`config.mk`:
```
export PLATFORM = sky130hd
export DESIGN_NAME = oggi_queue
export DESIGN_NICKNAME = d
export VERILOG_FILES = /design/src/sv/oggi_pkg.sv /design/src/sv/oggi_queue.sv
export SDC_FILE = /design/constraint.sdc
export NUM_CORES = 1
export LEC_CHECK = 0
export ABC_AREA = 1
export BUFFER_PORTS_ARGS = -buffer_cell sky130_fd_sc_hd__buf_2
export CAP_MARGIN = 30
export CELL_PAD_IN_SITES_DETAIL_PLACEMENT = 0
export CELL_PAD_IN_SITES_GLOBAL_PLACEMENT = 1
export CORE_MARGIN = 1
export CORE_UTILIZATION = 45
export CTS_BUF_LIST = sky130_fd_sc_hd__clkbuf_8
export DETAILED_ROUTE_END_ITERATION = 6
export PLACE_DENSITY = 0.85
export SLEW_MARGIN = 0
export SYNTH_ARGS = -nofsm -noshare
export SYNTH_HDL_FRONTEND = slang
export SYNTH_SLANG_ARGS = --single-unit
```
`constraint.sdc`:
```
create_clock -name clk -period 2.9 [get_ports clk]
set_input_delay 0.58 -clock clk [delete_from_list [all_inputs] [get_ports clk]]
set_output_delay 0.58 -clock clk [all_outputs]
set_load 0.01 [all_outputs]
```
`src/sv/oggi_pkg.sv`:
```
// Package with the types and constants of the oriented gradient integral image.
`default_nettype none
package oggi_pkg;

  localparam int IMG_WIDTH  = 640;
  localparam int IMG_HEIGHT = 480;
  localparam int COL_W      = $clog2(IMG_WIDTH);
  localparam int ROW_W      = $clog2(IMG_HEIGHT + 1);
  localparam int NUM_TAPS   = 4;
  localparam int NUM_CH     = 8;
  localparam int SUM_W      = 48;
  localparam int COEF_W     = 16;
  localparam int GRAD_W     = 9;
  localparam int PROD_W     = COEF_W + GRAD_W;
  localparam int RESP_W     = PROD_W + 2;
  localparam int CFG_IDX_W  = 4;
  localparam int QDEPTH     = 4;
  localparam int QPTR_W     = $clog2(QDEPTH);
  localparam int QCNT_W     = $clog2(QDEPTH + 1) + 1;

  typedef logic [COL_W-1:0] col_t;
  typedef logic [ROW_W-1:0] row_t;
  typedef logic [8:0] out_row_t;
  typedef logic [9:0] out_col_t;
  typedef logic signed [SUM_W-1:0] sum_t;
  typedef logic signed [COEF_W-1:0] coef_t;
  typedef logic signed [GRAD_W-1:0] grad_t;
  typedef logic signed [PROD_W-1:0] prod_t;
  typedef logic signed [RESP_W-1:0] resp_t;
  typedef logic [QCNT_W-1:0] qcnt_t;

  localparam col_t LAST_COL = col_t'(IMG_WIDTH - 1);
  localparam row_t LAST_ROW = row_t'(IMG_HEIGHT - 1);
  localparam row_t ALL_ROWS = row_t'(IMG_HEIGHT);

  localparam logic REQ_PIXEL = 1'b0;
  localparam logic REQ_FLUSH = 1'b1;

  localparam logic [CFG_IDX_W-1:0] CFG_KX_H  = 4'd0;
  localparam logic [CFG_IDX_W-1:0] CFG_KX_V  = 4'd1;
  localparam logic [CFG_IDX_W-1:0] CFG_KX_DM = 4'd2;
  localparam logic [CFG_IDX_W-1:0] CFG_KX_DA = 4'd3;
  localparam logic [CFG_IDX_W-1:0] CFG_KY_H  = 4'd4;
  localparam logic [CFG_IDX_W-1:0] CFG_KY_V  = 4'd5;
  localparam logic [CFG_IDX_W-1:0] CFG_KY_DM = 4'd6;
  localparam logic [CFG_IDX_W-1:0] CFG_KY_DA = 4'd7;

  localparam coef_t COEF_ONE = 16'sd16384;

  typedef struct packed {
    logic       req_type;
    logic [7:0] pixel;
    logic       frame_start;
  } req_t;

  typedef struct packed {
    out_row_t out_row;
    out_col_t out_col;
    sum_t     sum_dx_neg_dy;
    sum_t     sum_dx_pos_dy;
    sum_t     sum_absdx_neg_dy;
    sum_t     sum_absdx_pos_dy;
    sum_t     sum_dy_neg_dx;
    sum_t     sum_dy_pos_dx;
    sum_t     sum_absdy_neg_dx;
    sum_t     sum_absdy_pos_dx;
    logic     run_last;
    logic     frame_done;
  } rsp_t;

  typedef struct packed {
    coef_t [NUM_TAPS-1:0] kx;
    coef_t [NUM_TAPS-1:0] ky;
  } kernel_t;

  // The first response starts as the horizontal difference, the second as the vertical one.
  localparam kernel_t KERN_RESET = '{
    kx: {coef_t'(0), coef_t'(0), coef_t'(0), COEF_ONE},
    ky: {coef_t'(0), coef_t'(0), COEF_ONE, coef_t'(0)}
  };

  // One column step handed from the front to the back.
  typedef struct packed {
    logic       fill;
    logic       active;
    logic       final_col;
    logic       frame_final;
    logic [7:0] a;
    logic [7:0] m;
    logic [7:0] b;
    row_t       out_row;
    col_t       col;
  } op_t;

endpackage
`default_nettype wire

```
`src/sv/oggi_queue.sv`:
```
// Short queue of column step records between the front and the back.
`default_nettype none
module oggi_queue (
  input  wire logic            clk,
  input  wire logic            rst,
  input  wire logic            push,
  input  wire oggi_pkg::op_t   push_op,
  input  wire logic            pop,
  output oggi_pkg::op_t        pop_op,
  output logic                 empty,
  output oggi_pkg::qcnt_t      count
);

  oggi_pkg::op_t                  slots [oggi_pkg::QDEPTH];
  logic [oggi_pkg::QPTR_W-1:0]    wr_ptr;
  logic [oggi_pkg::QPTR_W-1:0]    rd_ptr;

  assign empty  = (count == '0);
  assign pop_op = slots[rd_ptr];

  always_ff @(posedge clk) begin
    if (rst) begin
      wr_ptr <= '0;
      rd_ptr <= '0;
      count  <= '0;
    end else begin
      if (push) begin
        wr_ptr <= wr_ptr + 1'b1;
      end
      if (pop) begin
        rd_ptr <= rd_ptr + 1'b1;
      end
      case ({push, pop})
        2'b10:   count <= oggi_pkg::qcnt_t'(count + 1'b1);
        2'b01:   count <= oggi_pkg::qcnt_t'(count - 1'b1);
        default: count <= count;
      endcase
    end
  end

  always_ff @(posedge clk) begin
    if (push) begin
      slots[wr_ptr] <= push_op;
    end
  end

endmodule
`default_nettype wire

```
; ---- Word level (Yosys, flattened, before mapping)
; Memories as Yosys holds them, arrays and structs flattened. A register that Yosys moved wholly into a read port is not among the register bits.
; Index checks and enable logic that the tools add are counted.
[op_classes]
n_addsub = 4
eq_ne = 2
n_mux = 5
reduce_logical = 2
[ops]
columns = op, n
row1 = 4-bit one-hot mux with 2 select lines, 1
row2 = "2-bit by 1-bit adder with 2-bit output, second input constant", 2
row3 = "4-bit by 1-bit adder with 4-bit output, second input constant", 1
row4 = 4-bit logical NOT, 1
row5 = 2-bit two-way mux, 2
row6 = "4-bit by 1-bit subtractor with 4-bit output, second input constant", 1
row7 = "2-bit by 1-bit equality test with 1-bit output, second input constant", 1
row8 = "2-bit equality test, second input constant", 1
row9 = 1-bit two-way mux, 2
row10 = 2-bit nonzero test, 1
[totals]
regBits = 8
ramBits = 188
input_bits = 51
out_inout_bits = 52
wordCells = 17
mem_count = 1
[mem_list]
columns = memory, depth, width, rd, rd_clocked_by_memory_dff, wr, line_no
row1 = slots, 4, 47, 1, 1, 1, oggi_queue.sv:14  ; oggi_pkg::op_t slots [oggi_pkg::QDEPTH];

; ---- Depth between registers and ports, before layout
[logic_depth]
depth_word = 3
depth_mapped = 11
depth_no_buf = 11

; ---- Worst setup path after synthesis
; No wires, ideal clock.
[synth_timing]
path_type = input port to flip-flop
from = input push
to = memory slots[0][0] in the netlist's numbering (enable)
setup_time_ns = 0.401
t_arrival_ns = 1.534
required_ns = 2.499
path_slack_ns = 0.965
cell_stages = 2
n_path_buf = 0
path_cell_list = nand2_1 inv_1
[synth_between]
elab_chain_len = 2
[synth_lines]
columns = item, line_no
row1 = start: declaration, oggi_queue.sv:6  ; input wire logic push,
row2 = 1-bit two-way mux, oggi_queue.sv:42  ; if (push) begin
row3 = 1-bit two-way mux (not written as such), oggi_queue.sv:43  ; slots[wr_ptr] <= push_op;
row4 = end: declaration, oggi_queue.sv:14
; No other way between the ends.

==> flow_summary.json <==
{
  "root_buffer": "clkbuf_8",
  "grt_pass1_wl_um": 24100,
  "h-tree-depth": 4,
  "drc_errors": 0,
  "antenna_found_initial": 2,
  "dieArea_mm2": 0.0181,
  "worst-r2r-cell-count": 5,
  "clk_pin_slew_ps": 110,
  "syn-cell-area_mm2": 0.00792,
  "multiInputGateArea_mm2": 0.00178,
  "ctsHoldBuffers": 0,
  "hold_path_class": "in2reg",
  "powerDensity_mw_per_mm2": 639,
  "nets": 690,
  "worstPathArrival_ps": 1990,
  "die_h_um": 135,
  "ctsLongestPathBuffers": 2,
  "sequentialPowerShare_pct": 56.7,
  "fillCellCount": 1414,
  "period_minus_slack_ps": 2570,
  "num_rows": 48,
  "ios": 103,
  "internal_power_mw": 4.37,
  "place_congestion": 0.695,
  "via_count": 4582,
  "path_cells": "buf_4 -> o21ai_0 -> o22ai_1 -> buf_2",
  "endpoint": "pop_op[34]",
  "slowest_stage": "dfxtp_2",
  "place_area_mm2": 0.00867,
  "clk_latency_ps": 450,
  "yosysSeqAreaShare_pct": 73.8,
  "swShare_pct": 24.8,
  "ys_warn_count": 0,
  "critPathTopFamily": "flip-flops",
  "dr.first_iter.drc_count": 303,
  "worstSetupEndpointType": "output port",
  "avgSynthCellArea_um2": 14.9,
  "fin_area_mm2": 0.00910,
  "cts_resized": 0,
  "fin_setup_tns_ps": 0,
  "synth_top_area_cell": "edfxtp_1",
  "final_antenna_net_count": 0,
  "dr.pass1.iters": 5,
  "status": "finished clean",
  "rsz0062_at_grt": "false",
  "r2r_slack_ps": 1210,
  "ys_types": 26,
  "grt_max_degree": 55,
  "p_leak_nw": 3.19,
  "p_clk_share_pct": 32.0,
  "wirelength_um": 15500,
  "finish.utilization_pct": 52.8,
  "hold_violations": 0,
  "cpPeakStageDelay_ps": 550,
  "startpoint_type": "flop",
  "slew_viol_final": 0,
  "cp_max_fo": 31,
  "drv_cap": 0,
  "crit_type": "reg2out",
  "ys_seq_elements": 198,
  "dpl.hpwl_um": 9430,
  "final_cell_mix": "edfxtp_1, buf_2, o21ai_0, nor2_1",
  "power_frac_comb_pct": 11.3,
  "start_util_pct": 46.0,
  "skew_ps": 9.10,
  "power.switching_mw": 1.44,
  "yosys-top-cells-area": "edfxtp_1, o21ai_0, o22ai_2",
  "required_ps": 2320,
  "post-route-period-util_pct": 88.6,
  "area_growth_pct": 14.8,
  "synthesis.instances": 530,
  "crit_buf_inv": 2,
  "path_depth": 4,
  "diodes": 0,
  "core_mm2": 0.0172,
  "setup_violations": 0,
  "seq_area_mm2": 0.00585,
  "drive_gt1_share_pct": 33.0,
  "io_buffers": 102,
  "grt_use_total_pct": 17.8,
  "grt_pass1_vias": 4685,
  "synth_top_area_share_pct": 71.3,
  "cts_buffers": 17,
  "via_per_inst": 5.27,
  "r2r_start": "wr_ptr[1]",
  "tritoncts": "built",
  "clock.fmax_ghz": 0.389,
  "grt_remaining_overflow": 0,
  "synth_nets": 588,
  "post_cts_buffers": 0,
  "worst_pin_slew_ps": 566,
  "r2r-end": "slots[1][1]",
  "die_w_um": 135,
  "max_slew_margin_pct": 62.2,
  "clock_sinks": 198,
  "worst_ir_drop_vdd_mv": 0.280,
  "wl_per_cell_um": 17.8,
  "final_common_cell": "edfxtp_1"
}
sequential cells by signal (all words and copies together), names as in the netlist, named ones only:
signal and cells:
wr_ptr 2, slots 188, count 4, rd_ptr 2
layout make-up:
class | instances | area share (%)
flip-flops and latches | 198 | 64.3
multi-input cells | 284 | 19.6
repair buffers | 114 | 7.57
well taps | 225 | 3.09
clock buffers | 17 | 2.57
clock inverters | 15 | 2.10
inverters | 17 | 0.729
power by group through the flow:
stage | Clock (mW) | Sequential (mW) | Combinational, mW
after global routing | 1.99 | 3.31 | 0.727
after detailed placement | 0 | 3.36 | 0.668
final | 1.86 | 3.30 | 0.658
after global placement | 0 | 3.36 | 0.649
after floorplan | 0 | 3.36 | 0.415
after CTS | 1.91 | 3.30 | 0.670
cells by family (layout without fill, tap and decap cells):
group / after synthesis / count (layout) / synth area share [%]
compound gates: 148 / 148 / 12.4
simple gates: 126 / 126 / 8.69
buf+inv: 48 / 163 / 3.70
xor+xnor: 3 / 3 / 0.332
fa+ha+maj: 7 / 7 / 1.11
flops: 198 / 198 / 73.8
per-layer routing:
layer / global-route usage, % / part of all wire, % / wire length [um]
met1: 22.2 / 43 / 6660
met2: 30.3 / 51 / 7920
met3: 4.32 / 5.3 / 819
met4: 6.24 / 0.31 / 48
met5: 0 / 0.14 / 22
through the flow:
step           instances  setup WS, ps  power, mW  hold slack, ps
2_1_floorplan        530           965       3.77             473
3_3_place_gp         838           821       4.01             480
3_5_place_dp         838           782       4.03             499
4_1_cts              870           247       5.88             287
5_1_grt              870           166       6.03             295
6_report             870           331       5.81             324
synthesized netlist by cell type, drive strengths merged:
library cell,count
inv,17
buf,20
edfxtp,188
o21ai,96
nor3,2
nor2,102
o22ai,47
nor3b,1
a21oi,4
nand2,17
nand3,3
xnor2,2
xor2,1
dfxtp,10
ha,7
a211oi,1
clkbuf,11
nor4,1
worst min-delay path by stage:
stage          cells past startpoint          end  startpoint
6_report                           1  slots[0][0]  push_op[0]
5_1_grt                            1  slots[0][0]  push_op[0]
4_1_cts                            1  slots[0][0]  push_op[0]
3_5_place_dp                       2         flop   rd_ptr[1]
3_3_place_gp                       2    wr_ptr[0]   wr_ptr[0]
2_1_floorplan                      2    wr_ptr[0]   wr_ptr[0]
(Power assumes the default switching activity.)
